--- src/hdl/hhfc_pkg.sv ---
// Shared types, constants and helper functions for the HTTP header framing check.
`timescale 1ns / 1ps

package hhfc_pkg;

    localparam int HEADER_COUNT_BITS = 17;
    localparam int BYTE_COUNT_BITS = 32;
    localparam int CFG_INDEX_BITS = 1;
    localparam int CFG_DATA_BITS = 32;
    localparam int QUEUE_DEPTH = 2;
    localparam int QUEUE_PTR_BITS = (QUEUE_DEPTH > 1) ? $clog2(QUEUE_DEPTH) : 1;
    localparam int QUEUE_COUNT_BITS = $clog2(QUEUE_DEPTH + 1);

    localparam logic [15:0] MAX_HEADER_RESET = 16'd8192;
    localparam logic [31:0] MAX_BODY_RESET = 32'd1048576;

    localparam logic [3:0] KEY_LEN = 4'd14;
    localparam logic [63:0] ACC_LIMIT = 64'h1999_9999_9999_9999;
    localparam logic [3:0] ACC_LIMIT_DIGIT = 4'd5;

    localparam logic [7:0] ASCII_TAB = 8'h09;
    localparam logic [7:0] ASCII_LF = 8'h0A;
    localparam logic [7:0] ASCII_CR = 8'h0D;
    localparam logic [7:0] ASCII_SPACE = 8'h20;
    localparam logic [7:0] ASCII_PLUS = 8'h2B;
    localparam logic [7:0] ASCII_MINUS = 8'h2D;
    localparam logic [7:0] ASCII_ZERO = 8'h30;
    localparam logic [7:0] ASCII_NINE = 8'h39;
    localparam logic [7:0] ASCII_COLON = 8'h3A;
    localparam logic [7:0] ASCII_UPPER_A = 8'h41;
    localparam logic [7:0] ASCII_UPPER_Z = 8'h5A;
    localparam logic [7:0] ASCII_CASE_STEP = 8'h20;

    typedef enum logic [1:0] {
        STATUS_INCOMPLETE = 2'd0,
        STATUS_COMPLETE   = 2'd1,
        STATUS_BAD        = 2'd2,
        STATUS_TOO_LARGE  = 2'd3
    } status_t;

    typedef enum logic [CFG_INDEX_BITS-1:0] {
        REG_MAX_HEADER = 1'b0,
        REG_MAX_BODY   = 1'b1
    } cfg_reg_t;

    typedef enum logic [2:0] {
        PH_REQUEST    = 3'd0,
        PH_LEAD       = 3'd1,
        PH_NAME       = 3'd2,
        PH_NAME_TRAIL = 3'd3,
        PH_VALUE      = 3'd4
    } line_phase_t;

    typedef enum logic [2:0] {
        VP_AWAIT  = 3'd0,
        VP_SIGN   = 3'd1,
        VP_DIGITS = 3'd2,
        VP_TRAIL  = 3'd3,
        VP_BAD    = 3'd4
    } value_phase_t;

    typedef struct packed {
        logic [7:0] data_byte;
        logic       last_byte;
    } byte_item_t;

    typedef struct packed {
        status_t     status;
        logic [32:0] expected_length;
    } result_item_t;

    // Summary of one finished buffer, handed from the parser to the decision stage.
    typedef struct packed {
        logic                         headers_ended;
        logic                         length_invalid;
        logic                         length_high;
        logic [31:0]                  length_low;
        logic [BYTE_COUNT_BITS-1:0]   byte_count;
        logic [HEADER_COUNT_BITS-1:0] header_length;
    } frame_rec_t;

    typedef struct packed {
        line_phase_t  phase;
        logic [3:0]   match_index;
        logic         name_hit;
        value_phase_t value_phase;
        logic [63:0]  accumulator;
        logic         negative;
    } line_state_t;

    function automatic logic [7:0] key_char(input logic [3:0] idx);
        logic [7:0] c;
        case (idx)
            4'd0:    c = 8'h63;
            4'd1:    c = 8'h6F;
            4'd2:    c = 8'h6E;
            4'd3:    c = 8'h74;
            4'd4:    c = 8'h65;
            4'd5:    c = 8'h6E;
            4'd6:    c = 8'h74;
            4'd7:    c = 8'h2D;
            4'd8:    c = 8'h6C;
            4'd9:    c = 8'h65;
            4'd10:   c = 8'h6E;
            4'd11:   c = 8'h67;
            4'd12:   c = 8'h74;
            4'd13:   c = 8'h68;
            default: c = 8'h00;
        endcase
        return c;
    endfunction

    function automatic logic is_ws(input logic [7:0] b);
        return (b == ASCII_SPACE) || ((b >= ASCII_TAB) && (b <= ASCII_CR));
    endfunction

    function automatic logic [7:0] to_lower(input logic [7:0] b);
        return ((b >= ASCII_UPPER_A) && (b <= ASCII_UPPER_Z)) ? b + ASCII_CASE_STEP : b;
    endfunction

endpackage

--- src/hdl/hhfc_front.sv ---
// Byte parser: tracks the header terminator, line structure and Content-Length values.
`timescale 1ns / 1ps

module hhfc_front
    import hhfc_pkg::*;
(
    input  logic       clk,
    input  logic       rst_n,
    input  logic       byte_valid,
    output logic       byte_stall,
    input  byte_item_t byte_item,
    output logic       push,
    output frame_rec_t push_data,
    input  logic       queue_full
);

    localparam logic [BYTE_COUNT_BITS-1:0] COUNT_MAX = '1;
    localparam logic [HEADER_COUNT_BITS-1:0] HEADER_MAX = '1;

    logic [BYTE_COUNT_BITS-1:0]   byte_count_reg, byte_count_next;
    logic [1:0]                   term_reg, term_next;
    logic                         ended_reg, ended_next;
    logic [HEADER_COUNT_BITS-1:0] header_length_reg, header_length_next;
    line_state_t                  line_reg, line_next;
    logic [63:0]                  content_reg, content_next;
    logic                         invalid_reg, invalid_next;
    logic                         pend_cr_reg, pend_cr_next;
    logic                         accept;
    logic [7:0]                   b;

    function automatic line_state_t line_reset();
        line_state_t r;
        r.phase = PH_LEAD;
        r.match_index = 4'd0;
        r.name_hit = 1'b1;
        r.value_phase = VP_AWAIT;
        r.accumulator = 64'd0;
        r.negative = 1'b0;
        return r;
    endfunction

    function automatic line_state_t add_digit(input line_state_t s, input logic [3:0] d);
        line_state_t r;
        r = s;
        if ((s.accumulator > ACC_LIMIT) || ((s.accumulator == ACC_LIMIT) && (d > ACC_LIMIT_DIGIT)))
        begin
            r.value_phase = VP_BAD;
        end
        else
        begin
            r.accumulator = (s.accumulator << 3) + (s.accumulator << 1) + {60'd0, d};
            r.value_phase = VP_DIGITS;
        end
        return r;
    endfunction

    function automatic line_state_t value_step(input line_state_t s, input logic [7:0] c);
        line_state_t r;
        logic dig;
        r = s;
        dig = (c >= ASCII_ZERO) && (c <= ASCII_NINE);
        case (s.value_phase)
            VP_AWAIT:
            begin
                if (is_ws(c))
                begin
                    r = s;
                end
                else if (c == ASCII_PLUS)
                begin
                    r.value_phase = VP_SIGN;
                end
                else if (c == ASCII_MINUS)
                begin
                    r.negative = 1'b1;
                    r.value_phase = VP_SIGN;
                end
                else if (dig)
                begin
                    r = add_digit(s, c[3:0]);
                end
                else
                begin
                    r.value_phase = VP_BAD;
                end
            end
            VP_SIGN:
            begin
                if (dig)
                begin
                    r = add_digit(s, c[3:0]);
                end
                else
                begin
                    r.value_phase = VP_BAD;
                end
            end
            VP_DIGITS:
            begin
                if (dig)
                begin
                    r = add_digit(s, c[3:0]);
                end
                else if (is_ws(c))
                begin
                    r.value_phase = VP_TRAIL;
                end
                else
                begin
                    r.value_phase = VP_BAD;
                end
            end
            VP_TRAIL:
            begin
                if (!is_ws(c))
                begin
                    r.value_phase = VP_BAD;
                end
            end
            default:
            begin
                r.value_phase = VP_BAD;
            end
        endcase
        return r;
    endfunction

    function automatic line_state_t compare_name(input line_state_t s, input logic [7:0] c);
        line_state_t r;
        r = s;
        if ((s.match_index < KEY_LEN) && (to_lower(c) == key_char(s.match_index)))
        begin
            r.match_index = s.match_index + 4'd1;
        end
        else
        begin
            r.name_hit = 1'b0;
        end
        return r;
    endfunction

    function automatic line_state_t content_step(input line_state_t s, input logic [7:0] c);
        line_state_t r;
        r = s;
        case (s.phase)
            PH_REQUEST:
            begin
                r = s;
            end
            PH_VALUE:
            begin
                r = value_step(s, c);
            end
            default:
            begin
                if (c == ASCII_COLON)
                begin
                    r.name_hit = s.name_hit && (s.match_index == KEY_LEN);
                    r.phase = PH_VALUE;
                end
                else if (s.phase == PH_LEAD)
                begin
                    if (!is_ws(c))
                    begin
                        r.phase = PH_NAME;
                        r = compare_name(r, c);
                    end
                end
                else if (s.phase == PH_NAME)
                begin
                    if (is_ws(c))
                    begin
                        r.phase = PH_NAME_TRAIL;
                    end
                    else
                    begin
                        r = compare_name(r, c);
                    end
                end
                else if (!is_ws(c))
                begin
                    r.name_hit = 1'b0;
                end
            end
        endcase
        return r;
    endfunction

    assign byte_stall = queue_full;
    assign accept = byte_valid && !queue_full;
    assign b = byte_item.data_byte;

    always_comb
    begin
        byte_count_next = (byte_count_reg != COUNT_MAX) ? byte_count_reg + 1'b1 : byte_count_reg;
        term_next = term_reg;
        ended_next = ended_reg;
        header_length_next = header_length_reg;
        line_next = line_reg;
        content_next = content_reg;
        invalid_next = invalid_reg;
        pend_cr_next = pend_cr_reg;

        if (!ended_reg)
        begin
            if (pend_cr_reg)
            begin
                if (b == ASCII_LF)
                begin
                    pend_cr_next = 1'b0;
                    if ((line_reg.phase == PH_VALUE) && line_reg.name_hit)
                    begin
                        if ((line_reg.value_phase == VP_DIGITS) ||
                            (line_reg.value_phase == VP_TRAIL))
                        begin
                            content_next = line_reg.negative ? 64'd0 - line_reg.accumulator
                                                             : line_reg.accumulator;
                        end
                        else
                        begin
                            invalid_next = 1'b1;
                        end
                    end
                    line_next = line_reset();
                end
                else
                begin
                    line_next = content_step(line_reg, ASCII_CR);
                    if (b != ASCII_CR)
                    begin
                        pend_cr_next = 1'b0;
                        line_next = content_step(line_next, b);
                    end
                end
            end
            else if (b == ASCII_CR)
            begin
                pend_cr_next = 1'b1;
            end
            else
            begin
                line_next = content_step(line_reg, b);
            end

            if (b == ASCII_CR)
            begin
                term_next = (term_reg == 2'd2) ? 2'd3 : 2'd1;
            end
            else if ((b == ASCII_LF) && (term_reg == 2'd1))
            begin
                term_next = 2'd2;
            end
            else if ((b == ASCII_LF) && (term_reg == 2'd3))
            begin
                term_next = 2'd0;
                ended_next = 1'b1;
                header_length_next = ((byte_count_next >> HEADER_COUNT_BITS) != '0)
                                     ? HEADER_MAX
                                     : byte_count_next[HEADER_COUNT_BITS-1:0];
            end
            else
            begin
                term_next = 2'd0;
            end
        end
    end

    assign push = accept && byte_item.last_byte;

    always_comb
    begin
        push_data.headers_ended = ended_next;
        push_data.length_invalid = invalid_next;
        push_data.length_high = |content_next[63:32];
        push_data.length_low = content_next[31:0];
        push_data.byte_count = byte_count_next;
        push_data.header_length = header_length_next;
    end

    always_ff @(posedge clk or negedge rst_n)
    begin
        if (!rst_n)
        begin
            byte_count_reg <= '0;
            term_reg <= 2'd0;
            ended_reg <= 1'b0;
            header_length_reg <= '0;
            line_reg <= '{PH_REQUEST, 4'd0, 1'b1, VP_AWAIT, 64'd0, 1'b0};
            content_reg <= 64'd0;
            invalid_reg <= 1'b0;
            pend_cr_reg <= 1'b0;
        end
        else if (accept)
        begin
            if (byte_item.last_byte)
            begin
                byte_count_reg <= '0;
                term_reg <= 2'd0;
                ended_reg <= 1'b0;
                header_length_reg <= '0;
                line_reg <= '{PH_REQUEST, 4'd0, 1'b1, VP_AWAIT, 64'd0, 1'b0};
                content_reg <= 64'd0;
                invalid_reg <= 1'b0;
                pend_cr_reg <= 1'b0;
            end
            else
            begin
                byte_count_reg <= byte_count_next;
                term_reg <= term_next;
                ended_reg <= ended_next;
                header_length_reg <= header_length_next;
                line_reg <= line_next;
                content_reg <= content_next;
                invalid_reg <= invalid_next;
                pend_cr_reg <= pend_cr_next;
            end
        end
    end

endmodule

--- src/hdl/hhfc_queue.sv ---
// Short queue of finished buffer summaries between the parser and the decision stage.
`timescale 1ns / 1ps

module hhfc_queue
    import hhfc_pkg::*;
(
    input  logic       clk,
    input  logic       rst_n,
    input  logic       push,
    input  frame_rec_t push_data,
    output logic       full,
    input  logic       pop,
    output logic       head_valid,
    output frame_rec_t head_data
);

    localparam logic [QUEUE_PTR_BITS-1:0] PTR_LAST = QUEUE_PTR_BITS'(QUEUE_DEPTH - 1);
    localparam logic [QUEUE_COUNT_BITS-1:0] COUNT_FULL = QUEUE_COUNT_BITS'(QUEUE_DEPTH);

    frame_rec_t                  entries_reg [QUEUE_DEPTH];
    logic [QUEUE_PTR_BITS-1:0]   wr_ptr_reg, wr_ptr_next;
    logic [QUEUE_PTR_BITS-1:0]   rd_ptr_reg, rd_ptr_next;
    logic [QUEUE_COUNT_BITS-1:0] count_reg, count_next;
    logic                        do_push, do_pop;

    assign full = (count_reg == COUNT_FULL);
    assign head_valid = (count_reg != '0);
    assign head_data = entries_reg[rd_ptr_reg];
    assign do_push = push && !full;
    assign do_pop = pop && head_valid;

    always_comb
    begin
        wr_ptr_next = wr_ptr_reg;
        rd_ptr_next = rd_ptr_reg;
        count_next = count_reg;
        if (do_push)
        begin
            wr_ptr_next = (wr_ptr_reg == PTR_LAST) ? '0 : wr_ptr_reg + 1'b1;
        end
        if (do_pop)
        begin
            rd_ptr_next = (rd_ptr_reg == PTR_LAST) ? '0 : rd_ptr_reg + 1'b1;
        end
        if (do_push && !do_pop)
        begin
            count_next = count_reg + 1'b1;
        end
        else if (do_pop && !do_push)
        begin
            count_next = count_reg - 1'b1;
        end
    end

    always_ff @(posedge clk or negedge rst_n)
    begin
        if (!rst_n)
        begin
            wr_ptr_reg <= '0;
            rd_ptr_reg <= '0;
            count_reg <= '0;
        end
        else
        begin
            wr_ptr_reg <= wr_ptr_next;
            rd_ptr_reg <= rd_ptr_next;
            count_reg <= count_next;
        end
    end

    always_ff @(posedge clk)
    begin
        if (do_push)
        begin
            entries_reg[wr_ptr_reg] <= push_data;
        end
    end

endmodule

--- src/hdl/hhfc_back.sv ---
// Decision stage: holds the size limits and turns a buffer summary into a status item.
`timescale 1ns / 1ps

module hhfc_back
    import hhfc_pkg::*;
(
    input  logic                      clk,
    input  logic                      rst_n,
    input  logic                      cfg_write_en,
    input  logic [CFG_INDEX_BITS-1:0] cfg_index,
    input  logic [CFG_DATA_BITS-1:0]  cfg_data,
    input  logic                      head_valid,
    input  frame_rec_t                head_data,
    output logic                      pop,
    output logic                      result_valid,
    input  logic                      result_stall,
    output result_item_t              result_item
);

    logic [15:0]  max_header_reg;
    logic [31:0]  max_body_reg;
    logic         out_valid_reg, out_valid_next;
    result_item_t out_item_reg, out_item_next;
    logic [32:0]  header_wide, max_header_wide, count_wide, expected;

    assign pop = head_valid && (!out_valid_reg || !result_stall);
    assign result_valid = out_valid_reg;
    assign result_item = out_item_reg;

    assign header_wide = 33'(head_data.header_length);
    assign max_header_wide = 33'(max_header_reg);
    assign count_wide = 33'(head_data.byte_count);
    assign expected = header_wide + 33'(head_data.length_low);

    always_comb
    begin
        out_item_next.status = STATUS_INCOMPLETE;
        out_item_next.expected_length = 33'd0;
        if (!head_data.headers_ended)
        begin
            out_item_next.status = (count_wide > max_header_wide) ? STATUS_TOO_LARGE
                                                                   : STATUS_INCOMPLETE;
        end
        else if (header_wide > max_header_wide)
        begin
            out_item_next.status = STATUS_TOO_LARGE;
        end
        else if (head_data.length_invalid)
        begin
            out_item_next.status = STATUS_BAD;
        end
        else if (head_data.length_high || (head_data.length_low > max_body_reg))
        begin
            out_item_next.status = STATUS_TOO_LARGE;
        end
        else
        begin
            out_item_next.expected_length = expected;
            out_item_next.status = (count_wide >= expected) ? STATUS_COMPLETE
                                                            : STATUS_INCOMPLETE;
        end
    end

    always_comb
    begin
        out_valid_next = out_valid_reg;
        if (pop)
        begin
            out_valid_next = 1'b1;
        end
        else if (!result_stall)
        begin
            out_valid_next = 1'b0;
        end
    end

    always_ff @(posedge clk or negedge rst_n)
    begin
        if (!rst_n)
        begin
            max_header_reg <= MAX_HEADER_RESET;
            max_body_reg <= MAX_BODY_RESET;
            out_valid_reg <= 1'b0;
        end
        else
        begin
            out_valid_reg <= out_valid_next;
            if (cfg_write_en)
            begin
                case (cfg_reg_t'(cfg_index))
                    REG_MAX_HEADER: max_header_reg <= cfg_data[15:0];
                    REG_MAX_BODY:   max_body_reg <= cfg_data[31:0];
                    default:        max_body_reg <= max_body_reg;
                endcase
            end
        end
    end

    always_ff @(posedge clk)
    begin
        if (pop)
        begin
            out_item_reg <= out_item_next;
        end
    end

endmodule

--- src/hdl/http_header_framing_check.sv ---
// Top level of the HTTP header framing check: parser, summary queue and decision stage.
// Throughput: one byte item per cycle while the summary queue is not full, with no gaps between buffers.
// The summary of a last-marked byte enters the queue when the byte is accepted, and its result item is
// registered in the decision stage's output register when that entry is popped from the queue.
// The parser stalls only while the two-entry summary queue is full.
// Reset (rst_n low, asynchronous) clears all parse state and loads the default limits.
`timescale 1ns / 1ps

module http_header_framing_check
    import hhfc_pkg::*;
(
    input  logic                      clk,
    input  logic                      rst_n,
    input  logic                      cfg_write_en,
    input  logic [CFG_INDEX_BITS-1:0] cfg_index,
    input  logic [CFG_DATA_BITS-1:0]  cfg_data,
    input  logic                      byte_valid,
    output logic                      byte_stall,
    input  byte_item_t                byte_item,
    output logic                      result_valid,
    input  logic                      result_stall,
    output result_item_t              result_item
);

    logic       push, queue_full, pop, head_valid;
    frame_rec_t push_data, head_data;

    hhfc_front u_front (
        .clk        (clk),
        .rst_n      (rst_n),
        .byte_valid (byte_valid),
        .byte_stall (byte_stall),
        .byte_item  (byte_item),
        .push       (push),
        .push_data  (push_data),
        .queue_full (queue_full)
    );

    hhfc_queue u_queue (
        .clk        (clk),
        .rst_n      (rst_n),
        .push       (push),
        .push_data  (push_data),
        .full       (queue_full),
        .pop        (pop),
        .head_valid (head_valid),
        .head_data  (head_data)
    );

    hhfc_back u_back (
        .clk          (clk),
        .rst_n        (rst_n),
        .cfg_write_en (cfg_write_en),
        .cfg_index    (cfg_index),
        .cfg_data     (cfg_data),
        .head_valid   (head_valid),
        .head_data    (head_data),
        .pop          (pop),
        .result_valid (result_valid),
        .result_stall (result_stall),
        .result_item  (result_item)
    );

endmodule

--- config.mk ---
export PLATFORM = sky130hd
export DESIGN_NAME = http_header_framing_check
export DESIGN_NICKNAME = d
export VERILOG_FILES = /design/src/hdl/hhfc_pkg.sv /design/src/hdl/hhfc_front.sv /design/src/hdl/hhfc_queue.sv /design/src/hdl/hhfc_back.sv /design/src/hdl/http_header_framing_check.sv
export SDC_FILE = /design/constraint.sdc
export NUM_CORES = 1
export LEC_CHECK = 0
export BUFFER_PORTS_ARGS = -buffer_cell sky130_fd_sc_hd__buf_4
export CAP_MARGIN = 10
export CORE_UTILIZATION = 30
export DETAILED_ROUTE_END_ITERATION = 10
export GPL_ROUTABILITY_DRIVEN = 0
export PLACE_DENSITY = 0.56
export SLEW_MARGIN = 0
export SYNTH_ARGS = -nofsm -noshare
export SYNTH_HDL_FRONTEND = slang
export SYNTH_HIERARCHICAL = 1
export SYNTH_SLANG_ARGS = --single-unit
export TNS_END_PERCENT = 20
--- constraint.sdc ---
create_clock -name clk -period 4.9 [get_ports clk]
set_input_delay 0.735 -clock clk [delete_from_list [all_inputs] [get_ports clk]]
set_output_delay 0.735 -clock clk [all_outputs]
set_load 0.005 [all_outputs]
# Word level (Yosys, flattened, before mapping)
# Memory sizes are Yosys's and may differ from the RTL's.
# Cells that the tools add are included.
totals:
  regBits: 282
  latchBits: 0
  mem_bits_rw: 168
  romBits: 448
  input_bits: 47
  mem_count: 5
classes:
  add_sub_neg: 14
  n_mul: 0
  div: 0
  magnitude_cmp: 15
  n_eq_ne: 48
  shifts: 0
  n_mux: 160
  bitwise: 2
  n_reduce_logical: 61
mem_list:
  columns: ["memory", "words", "word_bits", "rd", "rd_clocked_by_memory_dff", "write_ports", "line_no", "source"]
  rows:
  - ["u_queue.entries_reg", 2, 84, 1, 0, 1, "hhfc_queue.sv:20", "frame_rec_t entries_reg [QUEUE_DEPTH];"]
  - ["(name not given)", 16, 7, 1, 0, 0, "hhfc_pkg.sv:93", "case (idx)"]
  - ["(name not given)", 16, 7, 1, 0, 0, "hhfc_pkg.sv:93", null]
  - ["(name not given)", 16, 7, 1, 0, 0, "hhfc_pkg.sv:93", null]
  - ["(name not given)", 16, 7, 1, 0, 0, "hhfc_pkg.sv:93", null]
ops:
  columns: ["operator", "count"]
  rows:
  - ["76-bit two-way mux", 15]
  - ["64-bit two-way mux", 11]
  - ["76-bit one-hot mux with 2 select lines", 3]
  - ["68-bit two-way mux", 6]
  - ["8-bit two-way mux", 33]
  - ["65-bit two-way mux", 4]
  - ["65-bit one-hot mux with 2 select lines", 2]
  - ["73-bit two-way mux", 2]
  - ["64-bit by 4-bit adder with 64-bit output", 2]
  - ["64-bit adder", 2]
  - ["64-bit by 61-bit equality test with 1-bit output, second input constant", 2]
  - ["64-bit by 61-bit greater-than comparator with 1-bit output, second input constant", 2]
  - ["17-bit two-way mux", 6]
  - ["32-bit two-way mux", 2]
  - ["1-bit by 64-bit subtractor with 64-bit output, first input constant", 1]
  - ["3-bit two-way mux", 17]
  - ["1-bit two-way mux", 36]
  - ["17-bit by 32-bit adder with 33-bit output", 1]
  - ["32-bit by 33-bit greater-or-equal comparator with 1-bit output", 1]
  - ["32-bit by 1-bit adder with 32-bit output, second input constant", 1]
  - ["8-bit by 6-bit equality test with 1-bit output, second input constant", 4]
  - ["8-bit equality test", 4]
  - ["32-bit by 16-bit greater-than comparator with 1-bit output", 1]
  - ["32-bit greater-than comparator", 1]
  - ["other kinds (53)", 141]

# Longest topological paths before layout
# An unclocked memory read counts as a cell.
logic_depth:
  ltp_word: 30
  depth_mapped: 21

# Modules after synthesis
# The synthesis kept the hierarchy.
by_module_without_submodules:
  columns: ["module", "n_inst", "cells_each", "area_each_um2"]
  rows:
  - ["hhfc_front", 1, 2075, 16756.1]
  - ["hhfc_back", 1, 673, 6536.3]
  - ["hhfc_queue", 1, 280, 6267.3]

# Worst setup path before layout
# No wires, ideal clock.
synth_timing:
  path_kind: "in2reg"
  start: "in byte_valid"
  end: "mem u_queue/entries_reg[0][0] (netlist bit), enable pin"
  setup_ns: 0.527
  arrival_ns: 5.014
  required_time_ns: 4.373
  slack_ns: -0.641
  cell_stages: 6
  path_cell_list: "nor2b_1 clkbuf_1 nand2_1 inv_1 nand2_1 nor2_1"
synth_between:
  elab_chain_len: 5
synth_rtl:
  columns: ["item", "line_no", "source"]
  rows:
  - ["from (decl)", "http_header_framing_check.sv:17", "input logic byte_valid,"]
  - ["1-bit logical AND", "hhfc_front.sv:190", "assign accept = byte_valid && !queue_full;"]
  - ["1-bit logical AND", "hhfc_front.sv:268", "assign push = accept && byte_item.last_byte;"]
  - ["via push", "http_header_framing_check.sv:25", "logic push, queue_full, pop, head_valid;"]
  - ["1-bit logical AND", "hhfc_queue.sv:29", "assign do_push = push && !full;"]
  - ["1-bit two-way mux", "hhfc_queue.sv:73", "if (do_push)"]
  - ["1-bit two-way mux (implied by the code)", "hhfc_queue.sv:75", "entries_reg[wr_ptr_reg] <= push_data;"]
  - ["to (decl)", "hhfc_queue.sv:20", null]
# The timed path passes the listed nets, and every way through them passes these cells.

==> metrics.yaml <==
die:
  std_cell_rows: 114
  die_w_um: 315.9
  coreArea_um2: 97140
  fp.dieH_um: 315.9
  fp.dieArea_um2: 99790
  initial_core_util_pct: 30.43
  pin_count: 84
cts:
  cts_root_buf: "clkbuf_16"
  cts_max_level: 2
  cts_num_sinks: 450
  numCtsBuffers: 52
  cts_tree: "built"
  insertion_delay_ns: 0.62
  clock_path_buffers: 3
  clk_pin_slew_ns: 0.06
pwr:
  seq_power_share_pct: 34.3
  switchingPower_mw: 4.868
  p_per_area_nw_per_um2: 413.5
  p_leak_nw: 14.50
  peakVddDrop_v: 0.0002573
  pwr-share-clk_pct: 31.2
  pwr-share-comb_pct: 34.5
  p_sw_share_pct: 35.08
  internal-power_mw: 9.007
critical_path:
  path_class: "flip-flop to flip-flop"
  cp_data_arrival_time_ns: 5.06
  required_ns: 5.28
  crit_end: "u_back/result_item[33]"
  crit_path_start: "u_queue/rd_ptr_reg"
  worstReg2RegEnd: "u_back/result_item[33]"
  reg2reg_depth: 18
  start_kind: "flip-flop"
  end_kind: "flip-flop"
  worstReg2RegStart: "u_queue/rd_ptr_reg"
  crit_fanout: 34
  r2r_slack_ns: 0.22
place:
  port_buffers: 83
  dp.final_hpwl_um: 60930
  dp.cells: 4295
  dp_slack_ns: 0.05063
yosys:
  avgSynthCellArea_um2: 9.762
  ys_seq_area_share_pct: 41.54
  synth_top_area_share_pct: 20.66
  synth_area_um2: 29560
  netlist_top_cells_area: "dfrtp_1 (21%), edfxtp_1 (21%), ha_1 (10%)"
  synthCells: 3028
  yosysUniqueCellTypes: 102
  synth_nets: 3325
  ys_ff_latch: 450
  synth_ff_type: "dfrtp_1"
  yosys-top-cells-count: "nand2_1 (259), nor2_1 (257), ha_1 (247), dfrtp_1 (244), a21oi_1 (219)"
  yosys_warnings: 6
  yosysTopAreaCell: "dfrtp_1"
  async_flop_share_pct: 54.89
  synth_most_common_cell: "nand2_1"
  synth_edf_count: 203
route:
  post-route-drc-count: 0
  vias: 22860
  wirelength_um: 82220
  first_pass_iters: 5
  antenna_left: 0
  drt-initial-drc-count: 1643
  wl_per_cell_um: 18.72
  routed_via_density: 5.203
sta:
  layout_setup_ws_ns: 0.2189
  timing.fmax_mhz: 213.6
  rsz0062_at_grt: "false"
  finalCriticalPeriod_ns: 4.681
  finalMaxSlewViolations: 0
  skew_ns: 0.03796
  setup_viol: 0
  max_slew_margin_pct: 21.11
  setup_tns_ns: 0
  tightest_slew_ns: 1.179
  timing.final.crit_share_pct: 95.53
  hold_viol: 0
grt:
  grt_max_degree: 104
  grt_overflow: 0
  grt_pass1_vias: 22510
  antenna_found_initial: 1
  grt_pass1_wl_um: 130500
  grt_use_total_pct: 16.37
finish:
  fin_nets: 3371
  drive_gt1_share_pct: 12.54
  fillers: 9775
  largest_reg_flops: 168
  multi_input_comb_area_um2: 16090
  stdcell_count: 4393
  antenna_cells: 0
  area_growth_syn_to_layout_pct: 13.51
  seq_area_um2: 12280
hold_path:
  hold_class: "primary input to asynchronous set/reset pin"
job:
  maxCapViolCount: 0
status:
  status: "finished, final reports clean"
final cells by class:
cell class	instances	area share, %
clock buffer	60	4.057
clock inverter	37	1.633
inverter	122	1.365
multi-input combinational	2292	47.95
sequential	450	36.61
tap	1276	4.758
timing repair buffer	156	3.625
power by group through the flow:
stage | Combinational (mW) | Sequential (mW) | Clock (mW)
global placement | 4.66 | 4.82 | 0
floorplan | 3.28 | 4.69 | 0
global route | 5.30 | 4.81 | 4.59
detailed placement | 4.67 | 4.82 | 0
finish | 4.78 | 4.76 | 4.33
CTS | 4.71 | 4.76 | 4.43
logic make-up (layout without fill, tap and decap cells):
| kind of cell | Yosys count | in the layout | share of synthesized area, % |
|---|---|---|---|
| flip-flops | 450 | 450 | 41.55 |
| adder cells (fa/ha/maj) | 250 | 250 | 10.66 |
| AND/OR/NAND/NOR | 902 | 902 | 14.92 |
| buffers and inverters | 286 | 375 | 4.339 |
| AO/OA/AOI/OAI | 804 | 804 | 17.45 |
| XOR/XNOR | 189 | 189 | 5.600 |
| multiplexers | 147 | 147 | 5.486 |
placed cells by master, fill, tap and decap left out, drive strengths merged, types with 14 or more instances in the layout:
cell    count
nand4      50
clkbuf     60
a21oi     220
dfrtp     244
and4       14
nor3       59
buf       156
nor2b      14
o211ai     23
xnor2      82
nor4       32
o31ai      23
o22a       19
a31oi      38
xor2      107
o21a       14
a22o       53
and3       22
mux2i      27
and2       17
edfxtp    203
nand2b     26
a21o       59
or3        25
inv       126
ha        247
or4        16
o21ai     216
nand2     261
mux2      120
nor2      259
or2        21
a211oi     18
nand3      62
clkinv     19
per-layer routing:
metal / track usage (%) / up-vias / part of all wire [%]
li1: - / 11210 / -
met1: 22.83 / 11140 / 48
met2: 27.21 / 418 / 47
met3: 1.817 / 85 / 3.6
met4: 3.426 / 0 / 1.6
met5: 0 / - / 0
metrics by stage:
stage	area, um2	hold WS, ns	utilization (%)	total power, mW
after floorplan	29560	0.4394	-	7.971
after global placement	31600	0.4641	32.53	9.479
after global routing	33550	0.2095	34.54	14.70
after detailed placement	31600	0.4731	32.53	9.494
final	33550	0.1512	34.54	13.87
after CTS	33510	0.2004	34.50	13.89
worst max-delay path: stages, from the launching register on:
cell      delay (ns)
dfrtp_4         0.51
buf_12          0.24
mux2_1          0.39
ha_1            0.32
a21oi_1         0.24
nor2_1          0.12
nor4_1          0.41
o21ai_4         0.14
a31oi_2         0.34
buf_4           0.17
o21ai_0         0.09
and2_1          0.16
ha_1            0.30
and4_1          0.20
a221oi_2        0.28
o32ai_1         0.10
a211o_1         0.27
o211ai_1        0.09
nand2_1         0.06
worst min-delay path by stage:
stage	start	to	slack, ns	depth (start not counted)
6_report	rst_n	u_back/max_body_reg[4]	0.15	1
5_1_grt	rst_n	u_back/max_body_reg[4]	0.21	1
4_1_cts	rst_n	u_back/max_body_reg[4]	0.20	1
3_5_place_dp	u_front/content_reg[40]	u_front/content_reg[40]	0.47	2
3_3_place_gp	u_front/content_reg[48]	u_front/content_reg[48]	0.46	2
2_1_floorplan	rst_n	u_back/max_body_reg[0]	0.44	0
timing repair:
action,4_1_cts,5_1_grt
setup buffers,0,1
gates resized for setup,0,6
setup endpoints to repair,0,1
hold buffers,0,0
Note: power is estimated with default switching activity, not from simulation.
